==> config.mk <==
export PLATFORM = sky130hd
export DESIGN_NAME = degenerate_tetramer_hit_merger_core_flat
export DESIGN_NICKNAME = d
export VERILOG_FILES = /design/src/hdl/dthm_pkg.sv /design/src/hdl/dthm_in_if.sv /design/src/hdl/dthm_out_if.sv /design/src/hdl/dthm_front.sv /design/src/hdl/dthm_queue.sv /design/src/hdl/dthm_back.sv /design/src/hdl/degenerate_tetramer_hit_merger_core.sv /design/src/flat_wrapper.sv
export SDC_FILE = /design/constraint.sdc
export NUM_CORES = 1
export LEC_CHECK = 0
export BUFFER_PORTS_ARGS = -buffer_cell sky130_fd_sc_hd__buf_2
export CAP_MARGIN = 20
export CORE_ASPECT_RATIO = 0.75
export CORE_MARGIN = 3
export CORE_UTILIZATION = 35
export DETAILED_ROUTE_END_ITERATION = 7
export PLACE_DENSITY = 0.6
export SYNTH_ARGS = -nofsm -noshare
export SYNTH_HDL_FRONTEND = slang
export SYNTH_SLANG_ARGS = --single-unit
export TNS_END_PERCENT = 30
==> constraint.sdc <==
create_clock -name clk -period 8.5 [get_ports clk]
set_input_delay 0.85 -clock clk [delete_from_list [all_inputs] [get_ports clk]]
set_output_delay 0.85 -clock clk [all_outputs]
set_load 0.03 [all_outputs]
==> src/hdl/dthm_pkg.sv <==
// ----------------------------------------------------------------------------
// dthm_pkg
// Shared constants, types and helper functions of the degenerate tetramer
// hit merger.
// ----------------------------------------------------------------------------
package dthm_pkg;

  localparam int POS_BITS    = 32;
  localparam int OUT_BITS    = 32;
  localparam int MASK_BITS   = 4;
  localparam int CODE_BITS   = 3;
  localparam int HIST_DEPTH  = 3;
  localparam int QUEUE_DEPTH = 4;
  localparam int QPTR_BITS   = $clog2(QUEUE_DEPTH);
  localparam int QCNT_BITS   = $clog2(QUEUE_DEPTH + 1);
  localparam int ADDR_BITS   = 4;
  localparam int DATA_BITS   = 32;

  localparam logic [POS_BITS-1:0] POS_MAX = {POS_BITS{1'b1}};

  // base codes
  localparam logic [CODE_BITS-1:0] CODE_A       = 3'd0;
  localparam logic [CODE_BITS-1:0] CODE_C       = 3'd1;
  localparam logic [CODE_BITS-1:0] CODE_G       = 3'd2;
  localparam logic [CODE_BITS-1:0] CODE_T       = 3'd3;
  localparam logic [CODE_BITS-1:0] CODE_NOMATCH = 3'd4;

  // ASCII bytes that carry a base
  localparam logic [7:0] CHAR_A = 8'h41;
  localparam logic [7:0] CHAR_C = 8'h43;
  localparam logic [7:0] CHAR_G = 8'h47;
  localparam logic [7:0] CHAR_T = 8'h54;

  // register indexes
  localparam logic [1:0] REG_POS0 = 2'd0;
  localparam logic [1:0] REG_POS1 = 2'd1;
  localparam logic [1:0] REG_POS2 = 2'd2;
  localparam logic [1:0] REG_POS3 = 2'd3;

  localparam logic [MASK_BITS-1:0] MASK_RESET = 4'd1;

  typedef struct packed {
    logic [MASK_BITS-1:0] pos0;
    logic [MASK_BITS-1:0] pos1;
    logic [MASK_BITS-1:0] pos2;
    logic [MASK_BITS-1:0] pos3;
  } dthm_masks_t;

  typedef struct packed {
    logic [OUT_BITS-1:0] run_first;
    logic [OUT_BITS-1:0] run_final;
    logic                last_of_item;
  } dthm_result_t;

  // results of one item on their way into the queue
  typedef struct packed {
    logic [1:0]   num;
    dthm_result_t r0;
    dthm_result_t r1;
  } dthm_push_t;

  function automatic logic [CODE_BITS-1:0] base_code(input logic [7:0] c);
    logic [CODE_BITS-1:0] r;
    case (c)
      CHAR_A:  r = CODE_A;
      CHAR_C:  r = CODE_C;
      CHAR_G:  r = CODE_G;
      CHAR_T:  r = CODE_T;
      default: r = CODE_NOMATCH;
    endcase
    return r;
  endfunction

  function automatic logic allowed(input logic [CODE_BITS-1:0] code,
                                   input logic [MASK_BITS-1:0] mask);
    return (code < CODE_NOMATCH) && mask[code[1:0]];
  endfunction

  // zero-extend or truncate a position to the result width
  function automatic logic [OUT_BITS-1:0] to_out(input logic [POS_BITS-1:0] p);
    logic [POS_BITS+OUT_BITS-1:0] w;
    w = {{OUT_BITS{1'b0}}, p};
    return w[OUT_BITS-1:0];
  endfunction

endpackage

==> src/hdl/dthm_in_if.sv <==
// ----------------------------------------------------------------------------
// dthm_in_if
// Sequence byte channel: valid/ready handshake with one byte per item.
// ----------------------------------------------------------------------------
interface dthm_in_if;
  logic       valid;
  logic       ready;
  logic [7:0] base_char;
  logic       seq_end;

  modport source (output valid, output base_char, output seq_end, input ready);
  modport sink   (input valid, input base_char, input seq_end, output ready);
endinterface

==> src/hdl/dthm_out_if.sv <==
// ----------------------------------------------------------------------------
// dthm_out_if
// Hit run channel: valid/ready handshake with one merged run per item.
// ----------------------------------------------------------------------------
interface dthm_out_if;
  logic        valid;
  logic        ready;
  logic [31:0] run_first;
  logic [31:0] run_final;
  logic        last_of_item;

  modport source (output valid, output run_first, output run_final,
                  output last_of_item, input ready);
  modport sink   (input valid, input run_first, input run_final,
                  input last_of_item, output ready);
endinterface

==> src/hdl/dthm_front.sv <==
// ----------------------------------------------------------------------------
// dthm_front
// Accept sequence bytes, match the four-base window and merge hits into runs.
// ----------------------------------------------------------------------------
module dthm_front import dthm_pkg::*; (
  input  logic        clk,
  input  logic        rst,
  input  dthm_masks_t masks,
  input  logic        space_ok,
  dthm_in_if.sink     seq_in,
  output logic        push,
  output dthm_push_t  push_data
);

  logic [CODE_BITS-1:0] recent [HIST_DEPTH];
  logic [POS_BITS-1:0]  position_count;
  logic                 run_open;
  logic [POS_BITS-1:0]  run_begin;
  logic [POS_BITS-1:0]  run_stop;

  logic                 run_open_next;
  logic [POS_BITS-1:0]  run_begin_next;
  logic [POS_BITS-1:0]  run_stop_next;
  logic [CODE_BITS-1:0] code;
  logic                 hit;
  logic                 joins;
  logic                 emit_old;
  logic                 flush;
  logic                 accept;
  logic [POS_BITS:0]    stop_reach;

  assign seq_in.ready = space_ok;
  assign accept       = seq_in.valid && space_ok;
  assign code         = base_code(seq_in.base_char);

  assign hit = allowed(recent[0], masks.pos0) && allowed(recent[1], masks.pos1) &&
               allowed(recent[2], masks.pos2) && allowed(code, masks.pos3) &&
               (position_count >= POS_BITS'(3));

  // offset p-3 joins when p-3 <= stop+1, i.e. p <= stop+4
  assign stop_reach = {1'b0, run_stop} + (POS_BITS+1)'(4);
  assign joins      = run_open && ({1'b0, position_count} <= stop_reach);
  assign emit_old   = hit && run_open && !joins;

  always_comb begin
    run_open_next  = run_open;
    run_begin_next = run_begin;
    run_stop_next  = run_stop;
    if (hit) begin
      if (joins) begin
        if (position_count > run_stop) begin
          run_stop_next = position_count;
        end
      end else begin
        run_open_next  = 1'b1;
        run_begin_next = position_count - POS_BITS'(3);
        run_stop_next  = position_count;
      end
    end
  end

  assign flush = seq_in.seq_end && run_open_next;

  always_comb begin
    push_data.r0.run_first    = to_out(emit_old ? run_begin : run_begin_next);
    push_data.r0.run_final    = to_out(emit_old ? run_stop : run_stop_next);
    push_data.r0.last_of_item = !(emit_old && flush);
    push_data.r1.run_first    = to_out(run_begin_next);
    push_data.r1.run_final    = to_out(run_stop_next);
    push_data.r1.last_of_item = 1'b1;
    push_data.num             = 2'(emit_old) + 2'(flush);
  end

  assign push = accept && (emit_old || flush);

  always_ff @(posedge clk) begin
    if (rst) begin
      for (int k = 0; k < HIST_DEPTH; k++) recent[k] <= CODE_NOMATCH;
      position_count <= '0;
      run_open       <= 1'b0;
      run_begin      <= '0;
      run_stop       <= '0;
    end else if (accept) begin
      if (seq_in.seq_end) begin
        // fresh sequence follows
        for (int k = 0; k < HIST_DEPTH; k++) recent[k] <= CODE_NOMATCH;
        position_count <= '0;
        run_open       <= 1'b0;
        run_begin      <= '0;
        run_stop       <= '0;
      end else begin
        recent[0] <= recent[1];
        recent[1] <= recent[2];
        recent[2] <= code;
        if (position_count != POS_MAX) begin
          position_count <= position_count + POS_BITS'(1);
        end
        run_open  <= run_open_next;
        run_begin <= run_begin_next;
        run_stop  <= run_stop_next;
      end
    end
  end

endmodule

==> src/hdl/dthm_queue.sv <==
// ----------------------------------------------------------------------------
// dthm_queue
// Short result queue: takes up to two results a cycle, gives one.
// ----------------------------------------------------------------------------
module dthm_queue import dthm_pkg::*; (
  input  logic         clk,
  input  logic         rst,
  input  logic         push,
  input  dthm_push_t   push_data,
  output logic         space_ok,
  input  logic         pop,
  output logic         head_valid,
  output dthm_result_t head
);

  dthm_result_t         entries [QUEUE_DEPTH];
  logic [QPTR_BITS-1:0] wr_ptr;
  logic [QPTR_BITS-1:0] rd_ptr;
  logic [QCNT_BITS-1:0] count;
  logic [QCNT_BITS-1:0] push_num;
  logic                 pop_ok;

  assign space_ok   = count <= QCNT_BITS'(QUEUE_DEPTH - 2);
  assign head_valid = count != '0;
  assign head       = entries[rd_ptr];
  assign pop_ok     = pop && head_valid;
  assign push_num   = push ? QCNT_BITS'(push_data.num) : '0;

  always_ff @(posedge clk) begin
    if (push) begin
      entries[wr_ptr] <= push_data.r0;
      if (push_data.num == 2'd2) begin
        entries[wr_ptr + QPTR_BITS'(1)] <= push_data.r1;
      end
    end
  end

  always_ff @(posedge clk) begin
    if (rst) begin
      wr_ptr <= '0;
      rd_ptr <= '0;
      count  <= '0;
    end else begin
      wr_ptr <= wr_ptr + QPTR_BITS'(push_num);
      if (pop_ok) begin
        rd_ptr <= rd_ptr + QPTR_BITS'(1);
      end
      count <= count + push_num - QCNT_BITS'(pop_ok);
    end
  end

endmodule

==> src/hdl/dthm_back.sv <==
// ----------------------------------------------------------------------------
// dthm_back
// Output register: present the queue head on the run channel.
// ----------------------------------------------------------------------------
module dthm_back import dthm_pkg::*; (
  input  logic         clk,
  input  logic         rst,
  input  logic         head_valid,
  input  dthm_result_t head,
  output logic         pop,
  dthm_out_if.source   run_out
);

  logic         out_valid;
  dthm_result_t out_data;

  // load when the register is empty or its item leaves this cycle
  assign pop = head_valid && (!out_valid || run_out.ready);

  always_ff @(posedge clk) begin
    if (rst) begin
      out_valid <= 1'b0;
    end else if (pop) begin
      out_valid <= 1'b1;
    end else if (run_out.ready) begin
      out_valid <= 1'b0;
    end
  end

  always_ff @(posedge clk) begin
    if (pop) begin
      out_data <= head;
    end
  end

  assign run_out.valid        = out_valid;
  assign run_out.run_first    = out_data.run_first;
  assign run_out.run_final    = out_data.run_final;
  assign run_out.last_of_item = out_data.last_of_item;

endmodule

==> src/hdl/degenerate_tetramer_hit_merger_core.sv <==
// ----------------------------------------------------------------------------
// degenerate_tetramer_hit_merger_core
// Degenerate four-base motif scanner that merges overlapping hits into runs.
// ----------------------------------------------------------------------------
// Usage:
//   seq_in  carries one sequence byte per item (base_char) and seq_end on the
//           final byte of a sequence. Each position of the motif has a mask
//           of allowed bases (bit0 A, bit1 C, bit2 G, bit3 T), written over
//           the APB port at byte addresses 0, 4, 8 and 12 while idle.
//   run_out carries merged runs (run_first, run_final, 0-based positions);
//           last_of_item marks the final run caused by one input byte, and
//           one byte causes at most two runs.
// Throughput: one byte per cycle while seq_in.ready is high. The front updates
//   the window and run state in the cycle it accepts a byte and pushes its
//   runs into a four-entry queue; the back drains one run per cycle, while
//   run_out is ready, into the output register that drives run_out.
// Stall: when run_out is not ready the queue fills; seq_in.ready drops while
//   fewer than two entries are free, and rises again as runs drain.
// Reset: masks return to 1 (A only), the window, position and pending run
//   clear, and the queue and output register empty.
// ----------------------------------------------------------------------------
module degenerate_tetramer_hit_merger_core import dthm_pkg::*; (
  input  logic                 clk,
  input  logic                 rst,
  dthm_in_if.sink              seq_in,
  dthm_out_if.source           run_out,
  input  logic                 psel,
  input  logic                 penable,
  input  logic                 pwrite,
  input  logic [ADDR_BITS-1:0] paddr,
  input  logic [DATA_BITS-1:0] pwdata,
  output logic [DATA_BITS-1:0] prdata,
  output logic                 pready
);

  dthm_masks_t  masks;
  dthm_push_t   push_data;
  dthm_result_t head;
  logic         push;
  logic         space_ok;
  logic         pop;
  logic         head_valid;
  logic         cfg_write;

  // configuration registers: written in the access phase, no wait states
  assign pready    = 1'b1;
  assign cfg_write = psel && penable && pwrite;

  always_ff @(posedge clk) begin
    if (rst) begin
      masks.pos0 <= MASK_RESET;
      masks.pos1 <= MASK_RESET;
      masks.pos2 <= MASK_RESET;
      masks.pos3 <= MASK_RESET;
    end else if (cfg_write) begin
      case (paddr[3:2])
        REG_POS0: masks.pos0 <= pwdata[MASK_BITS-1:0];
        REG_POS1: masks.pos1 <= pwdata[MASK_BITS-1:0];
        REG_POS2: masks.pos2 <= pwdata[MASK_BITS-1:0];
        REG_POS3: masks.pos3 <= pwdata[MASK_BITS-1:0];
        default:  ;
      endcase
    end
  end

  always_comb begin
    case (paddr[3:2])
      REG_POS0: prdata = DATA_BITS'(masks.pos0);
      REG_POS1: prdata = DATA_BITS'(masks.pos1);
      REG_POS2: prdata = DATA_BITS'(masks.pos2);
      REG_POS3: prdata = DATA_BITS'(masks.pos3);
      default:  prdata = '0;
    endcase
  end

  // front: accept bytes, match the window, merge hits into runs
  dthm_front u_front (
    .clk       (clk),
    .rst       (rst),
    .masks     (masks),
    .space_ok  (space_ok),
    .seq_in    (seq_in),
    .push      (push),
    .push_data (push_data)
  );

  // queue: decouple run production from the receiver
  dthm_queue u_queue (
    .clk        (clk),
    .rst        (rst),
    .push       (push),
    .push_data  (push_data),
    .space_ok   (space_ok),
    .pop        (pop),
    .head_valid (head_valid),
    .head       (head)
  );

  // back: hold each run in the output register until taken
  dthm_back u_back (
    .clk        (clk),
    .rst        (rst),
    .head_valid (head_valid),
    .head       (head),
    .pop        (pop),
    .run_out    (run_out)
  );

endmodule

==> src/flat_wrapper.sv <==
// flat-port wrapper written by rule: the top's interface ports become plain ports
module degenerate_tetramer_hit_merger_core_flat import dthm_pkg::*;
  (clk, rst, psel, penable, pwrite, paddr, pwdata, prdata, pready, seq_in_valid, seq_in_base_char, seq_in_seq_end, seq_in_ready, run_out_valid, run_out_run_first, run_out_run_final, run_out_last_of_item, run_out_ready);
  dthm_in_if seq_in_i ();
  dthm_out_if run_out_i ();
  input  logic clk;
  input  logic rst;
  input  logic psel;
  input  logic penable;
  input  logic pwrite;
  input  logic [ADDR_BITS-1:0] paddr;
  input  logic [DATA_BITS-1:0] pwdata;
  output logic [DATA_BITS-1:0] prdata;
  output logic pready;
  input wire logic [$bits(seq_in_i.valid)-1:0] seq_in_valid;
  input wire logic [$bits(seq_in_i.base_char)-1:0] seq_in_base_char;
  input wire logic [$bits(seq_in_i.seq_end)-1:0] seq_in_seq_end;
  output wire logic [$bits(seq_in_i.ready)-1:0] seq_in_ready;
  output wire logic [$bits(run_out_i.valid)-1:0] run_out_valid;
  output wire logic [$bits(run_out_i.run_first)-1:0] run_out_run_first;
  output wire logic [$bits(run_out_i.run_final)-1:0] run_out_run_final;
  output wire logic [$bits(run_out_i.last_of_item)-1:0] run_out_last_of_item;
  input wire logic [$bits(run_out_i.ready)-1:0] run_out_ready;
  assign seq_in_i.valid = seq_in_valid;
  assign seq_in_i.base_char = seq_in_base_char;
  assign seq_in_i.seq_end = seq_in_seq_end;
  assign seq_in_ready = seq_in_i.ready;
  assign run_out_valid = run_out_i.valid;
  assign run_out_run_first = run_out_i.run_first;
  assign run_out_run_final = run_out_i.run_final;
  assign run_out_last_of_item = run_out_i.last_of_item;
  assign run_out_i.ready = run_out_ready;
  degenerate_tetramer_hit_merger_core u_core (.clk(clk), .rst(rst), .seq_in(seq_in_i), .run_out(run_out_i), .psel(psel), .penable(penable), .pwrite(pwrite), .paddr(paddr), .pwdata(pwdata), .prdata(prdata), .pready(pready));
endmodule
==> results of run 1 <==
-- worst register-to-register path: stages (launching register included) --
cell and delay [ns]:
dfxtp_1 0.46, inv_1 0.17, nor4_1 0.58, and3_1 0.41, nand2_1 0.13, or4_1 0.57
nor2_1 0.15, xnor2_1 0.08, ha_1 0.32, nand3_1 0.11, nor4_1 0.48, and4b_1 0.30
a31o_2 0.15, a21o_1 0.26, or3_1 0.31, inv_1 0.10, ha_1 0.32, and3_1 0.22
o21ai_0 0.60, inv_2 0.43, nand3_1 0.20, o32ai_1 0.12, a31oi_4 0.19, buf_4 0.56
o22ai_2 0.16
-- metal layers --
| layer | vias up | share of wire [%] | track usage [%] |
|---|---|---|---|
| met5 | - | 0 | 0 |
| met3 | 117 | 8.5 | 3.84 |
| met4 | 0 | 2.2 | 5.48 |
| li1 | 7726 | - | - |
| met1 | 8736 | 45 | 27.5 |
| met2 | 755 | 44 | 29.6 |
-- cell usage in the layout, fill, tap and decap left out, types with 14 or more instances in the layout --
cell | Yosys | routed
o22ai_2 | 30 | 30
o22ai_1 | 50 | 50
nor4_1 | 29 | 29
mux4_2 | 72 | 72
o21ai_0 | 59 | 59
mux2_2 | 14 | 14
xnor2_1 | 85 | 85
nand2_1 | 172 | 172
or3_1 | 15 | 15
clkbuf_16 | 0 | 47
nor3_1 | 33 | 29
nand3_1 | 70 | 70
a22o_1 | 32 | 32
a31oi_1 | 17 | 16
a21oi_1 | 30 | 29
conb_1 | 2 | 29
o2bb2ai_1 | 142 | 142
inv_1 | 114 | 111
dfxtp_1 | 125 | 123
ha_1 | 70 | 70
nand4_1 | 26 | 26
edfxtp_1 | 330 | 330
o211ai_1 | 67 | 67
mux2i_1 | 15 | 15
nor2_1 | 99 | 96
buf_4 | 32 | 40
buf_2 | 25 | 92
-- logic make-up after synthesis --
logic type | after synthesis
buffers and inverters | 302
xor gates and xnor gates | 87
muxes | 101
AOI/OAI and AO/OA | 489
adders and majority gates | 71
and+or+nand+nor | 522
DFF | 455
other | 2
-- power by group --
group | internal [uW] | switching, uW | leakage (uW)
Clock | 1230 | 914 | 0.000761
Sequential | 2600 | 83.7 | 0.00445
Combinational | 339 | 760 | 0.00389
-- path summary, 6_finish.rpt --
path	endpoint	start	depth (start not counted)	slack, ns
setup / recovery	u_core.u_queue.entries[0][13]$_DFFE_PP_	u_core.u_front.run_stop[5]$_SDFFE_PP0P_	24	0.83
hold / removal	u_core.masks[12]$_SDFFE_PP1P_	pwdata[0]	2	0.50
setup reg to reg	u_core.u_queue.entries[0][13]$_DFFE_PP_	u_core.u_front.run_stop[5]$_SDFFE_PP0P_	24	0.83
hold reg to reg	u_core.u_queue.entries[1][0]$_SDFFE_PP1N_	u_core.u_queue.entries[1][0]$_SDFFE_PP1N_	2	0.50
-- repair_timing --
item / 4_1_cts / 5_1_grt
setup endpoints to repair: 0 / 32
endpoints found under the hold margin: 0 / 0
resized for setup: 0 / 1
-- per-stage QoR --
| step | total power [uW] | std cells | hold slack, ns | utilization (%) |
|---|---|---|---|---|
| 6_report | 5920 | 2972 | 0.502 | 39.6 |
| 5_1_grt | 6140 | 2972 | 0.482 | 39.6 |
| 4_1_cts | 5990 | 2970 | 0.471 | 39.5 |
| 3_5_place_dp | 3850 | 2884 | 0.483 | 37.2 |
| 3_3_place_gp | 3840 | 2884 | 0.452 | 37.2 |
| 2_1_floorplan | 3510 | 2056 | 0.435 | - |
-- flip-flops by register name, summed over array words and instances, names as in the netlist, 3 cells and up --
signal,count
u_core.u_queue.entries,260
u_core.u_back.run_out.run_final,32
u_core.u_back.run_out.run_first,32
u_core.u_front.position_count,32
u_core.u_front.run_begin,32
u_core.u_front.run_stop,32
u_core.masks,16
u_core.u_front.recent,9
u_core.u_queue.count,3
-- area by class of cell --
cell class	instances	area share, %
Clock buffer	60	4.69
Tap cell	882	4.16
Multi-Input combinational cell	1299	38.4
Sequential cell	455	46.8
Inverter	115	1.63
Clock inverter	26	1.19
Timing Repair Buffer	135	3.12
==> impl_results.md, run 1 <==
* Port Buffers at a little over 90
* Worst skew pair latency at 0.61 ns
* DRT Pass-1 Iters at 5
* Vias at 17,334
* CTS sink cnt at 455
* List of most frequent post-synthesis cells: edfxtp_1, nand2_1, o2bb2ai_1
* CP endpoint kind: flip-flop
* Clk slew on worst S/H paths at about 0.060 ns
* Leakage at approximately 0.0091 uW
* Mapped Avg Cell Area at between 10 and 15 um^2
* Pin count of the biggest net entering global routing at 67
* DRC errors left at 0
* DP Area at between 20,000 and 25,000 um^2
* Fmax at approximately 130 MHz
* Initial antenna violation count at 1
* Global Route Usage Sum at roughly 19%
* Synth cell types at between 70 and 80
* Routed Wire Length at approximately 69,000 um
* Area grow syn2layout at 11.8%
* Compound-cell area share of the yosys netlist at roughly 16%
* Synth Cell Area at around 24,000 um^2
* Worst endpoint required time at 8.79 ns
* Ys Warns at 0
* Tightest Hold Check Type: primary input to flip-flop
* Vias per cell at between 5 and 6
* Status: complete, no violations
* Yosys top cell by area: edfxtp_1
* Initial Util at a little over a third
* Layout cells sized above 1 at around 17%
* Cell Chain, Critical Path: inv_1 -> nor4_1 -> and3_1 -> nand2_1 -> or4_1 -> nor2_1 -> xnor2_1 -> ha_1 -> nand3_1 -> nor4_1 -> and4b_1 -> a31o_2 -> a21o_1 -> or3_1 -> inv_1 -> ha_1 -> and3_1 -> o21ai_0 -> inv_2 -> nand3_1 -> o32ai_1 -> a31oi_4 -> buf_4 -> o22ai_2
* DIE AREA at roughly 71,000 um^2
* Multiplexer share of the synthesized area at under 10%
* Synth async-reset ratio at 0%
* XOR/XNOR share of the synthesized area at under 10%
* Worst-path maximum fanout at 32
* Pwr/cell area at ~220 nW/um^2
* Vias in the first global route at 17,273
* Worst-Margin Slew at between 1 and 1.5 ns
* VDD IR max at 0.133 mV
* Synth top area share at between 40% and 50%
* Synth Area in Simple Gates at between 10 and 15%
* Hold buffers post-CTS at 0
* Post-synth EDFFs at 330
* Num CTS Buffers at 46
* DP Worst Slack at 0.792 ns
* CP max stage cell: o21ai_0
* First-pass GRT wire length at between 100,000 and 150,000 um
* WL per Instance at between 20 and 25 um
* ANT nets after route at 0
* Post-CTS Setup Bufs at 0
* Post-route design area at around 27,000 um^2
* FF/Latch Area at about 12,000 um^2
* Slew headroom at between 20% and 30%
* FF+latch count, synth at around 460
* Main combinational cell family by area after synthesis: compound AO/OA/AOI/OAI gates
* CTS Buffer Depth at 3
* Post-synthesis adder-cell area fraction at under 10%
* CP Buf/Inv Count at 4
* Post-synth top flop: edfxtp_1
* Startpoint Class: flip-flop
* Grt total ovfl at 0
* Initial drt markers at 1,939
* Cell family with most CP delay: simple AND/OR/NAND/NOR gates
* Final Hold Fails at 0
* Setup TNS at 0 ns
* Final setup fails at 0
* # nets final at around 2,200
* CP arrival at roughly 8.0 ns
* DP HPWL at 45,100 um
* CP Class: flip-flop to flip-flop
* Synth Instances at a little over 2,000
* CTS root buf: clkbuf_16
* Dominant cells by area after synthesis: edfxtp_1, dfxtp_1, mux4_2
* N_diodes at 0
* Row count at slightly above 80
* Post-route setup slack at ~0.83 ns
* Max Cap Violations at 0
* CTS tree: yes
* Final Cycle Share at roughly nine tenths
* Min Tclk post-route at ~7.7 ns
* Core area at about 67,000 um^2
* H-Tree Depth at 2
* Clock Skews at a little over 0.03 ns
* Die Y at about 230 um
* Slew Limit Fails at 0
* Top-count cell post-synth: edfxtp_1
* RSZ-0062 raised after global routing: false
* Multi-input gate area at a little over 10,000 um^2
* Slowest cell delay on critical path at 0.60 ns
* Num ports at approximately 150
* Die Wd at between 300 and 400 um
* RD Place Congestion at 0.928
* Sequential cell area fraction in the yosys report at 52.3%
* Filler instances at approximately 6,300
No activity file was read; power rests on OpenSTA's default activity.
==> run 2, diff against run 1 <==
- MAX_ROUTING_LAYER: unset -> met4
==> impl_results.md, run 2 (same netlist as run 1, synthesis figures left out) <==
* Vias in the first global route at approximately 17,000
* Layout cells sized above 1 at between 10% and 20%
* CTS sink cnt at ~460
* Leakage at 0.00904 uW
* CP arrival at between 7 and 8 ns
* Clk slew on worst S/H paths at 0.07 ns
* Final setup fails at 0
* Final Cycle Share at 90.1%
* Initial antenna violation count at 2
* Most frequent cells in the layout: edfxtp_1, nand2_1, o2bb2ai_1
* Wire length on met1 at 31,600 um
* Status: complete, no violations
* CP Class: flip-flop to flip-flop
* Combinational power share at a little under a fifth
* CTS resizes at 0
* Startpoint Class: flip-flop
* Global Route Usage Sum at about a fifth
* Grt total ovfl at 0
* Switch Pwr at 1740 uW
* Initial Util at between 30 and 40%
* RSZ-0062 raised after global routing: false
* Die Wd at just over 300 um
* FF/Latch Area at approximately 12,000 um^2
* H-Tree Depth at 2
* Pwr/cell area at 219 nW/um^2
* Hold buffers post-CTS at 0
* CP endpoint kind: flip-flop
* Vias at roughly 17,000
* RD Place Congestion at approximately 0.93
* Row count at a little over 80
* Multi-input gate area at between 10,000 and 15,000 um^2
* CTS tree: yes
* Top reg by flops: u_core.u_queue.entries
* Area grow syn2layout at 11.3%
* WL met2 at between 30,000 and 40,000 um
* First-pass GRT wire length at ~110,000 um
* Post-CTS Setup Bufs at 0
* Worst-Margin Slew at between 1 and 1.5 ns
* Sw Ratio at 30.2%
* Commonest non-fill, non-tap cell in the layout: edfxtp_1
* Max Cap Violations at 0
* ANT nets after route at 0
* DP Worst Slack at between 0.8 and 0.9 ns
* Slew Limit Fails at 0
* DRT Pass-1 Iters at 6
* DRC errors left at 0
* Initial drt markers at between 1,500 and 2,000
* Num CTS Buffers at 45
* Pin count of the biggest net entering global routing at roughly 70
* Clock Skews at about 0.024 ns
* WL per Instance at between 20 and 25 um
* Max reg flops at 260
* Port Buffers at 92
* Num ports at about 150
* DP HPWL at between 40,000 and 50,000 um
* Vias per cell at 5.85
* Setup TNS at 0 ns
* Routed Wire Length at roughly 70,000 um
* Final Hold Fails at 0
* Worst skew pair latency at around 0.59 ns
* Slew headroom at a little over a fifth
* DIE AREA at about 70,000 um^2
* CTS root buf: clkbuf_16
* Worst endpoint required time at slightly below 9 ns
* Min Tclk post-route at roughly 7.7 ns
* Die Y at roughly 230 um
* Core area at between 60,000 and 70,000 um^2
* Worst-path maximum fanout at 20
* Fmax at about 130 MHz
* Filler instances at roughly 6,300
* Flop pwr share at 46.8%
* Post-route setup slack at about 0.84 ns
* Pint at 4030 uW
* Clock share of power at about a third
* # nets final at 2,175
* Metal3 WL at 6460 um
* Tightest Hold Check Type: flip-flop to flip-flop
* Top Metal Used: met4
* VDD IR max at between 0.1 and 0.15 mV
* CTS Buffer Depth at 3
* Min Hold Slack at between 0.4 and 0.5 ns
[run 2: layout make-up]
type | count | area share (%)
inverter | 115 | 1.63
clock buffer | 59 | 4.69
sequential | 455 | 47.0
clock inverter | 24 | 0.748
multi-input combinational | 1299 | 38.6
tap | 882 | 4.17
antenna | 1 | 0.00947
timing repair buffer | 136 | 3.19
[run 2: path summary, 6_finish.rpt]
kind / end / slack, ns / from / depth (start not counted)
worst max-delay path: u_core.u_queue.entries[0][2]$_DFFE_PP_ / 0.84 / u_core.u_front.run_stop[7]$_SDFFE_PP0P_ / 24
worst min-delay path: u_core.u_queue.entries[1][0]$_SDFFE_PP1N_ / 0.48 / u_core.u_queue.entries[1][0]$_SDFFE_PP1N_ / 2
worst max register to register: u_core.u_queue.entries[0][2]$_DFFE_PP_ / 0.84 / u_core.u_front.run_stop[7]$_SDFFE_PP0P_ / 24
worst min register to register: u_core.u_queue.entries[1][0]$_SDFFE_PP1N_ / 0.48 / u_core.u_queue.entries[1][0]$_SDFFE_PP1N_ / 2
[run 2: routing by layer]
layer / vias up / GRT usage [%]
met1: 8727 / 28.6
met2: 839 / 28.7
met4: 0 / 5.02
met5: - / -
li1: 7719 / -
met3: 92 / 3.89
[run 2: critical path, stage by stage, from the launching register on]
cell and delay (ns):
dfxtp_1 0.50, inv_1 0.17, nor4_1 0.55, and3_1 0.41, nand2_1 0.13, or4_1 0.59, nor2_1 0.15, xnor2_1 0.13
ha_1 0.26, a21o_1 0.16, a21oi_1 0.23, o211ai_1 0.21, a21o_1 0.24, nor2_1 0.41, or3_1 0.36, inv_1 0.11
ha_1 0.31, and3_1 0.22, o21ai_0 0.64, inv_2 0.50, nand3_1 0.22, o32ai_1 0.12, a31oi_4 0.22, buf_4 0.34
o22ai_1 0.15
[run 2: per-stage QoR]
step	utilization [%]	area [um^2]	total power [uW]	instances
2_1_floorplan	-	23800	3510	2056
3_3_place_gp	37.2	24900	3850	2885
3_5_place_dp	37.2	24900	3860	2885
4_1_cts	39.4	26400	5840	2968
5_1_grt	39.5	26400	6010	2971
6_report	39.5	26400	5780	2971
[run 2: power by group through the flow]
stage | clock network, uW | registers, uW | logic (uW)
after floorplan | 0 | 3010 | 496
after global placement | 0 | 2760 | 1090
after detailed placement | 0 | 2760 | 1090
after CTS | 2030 | 2720 | 1100
after global routing | 2120 | 2730 | 1160
final | 1990 | 2700 | 1090
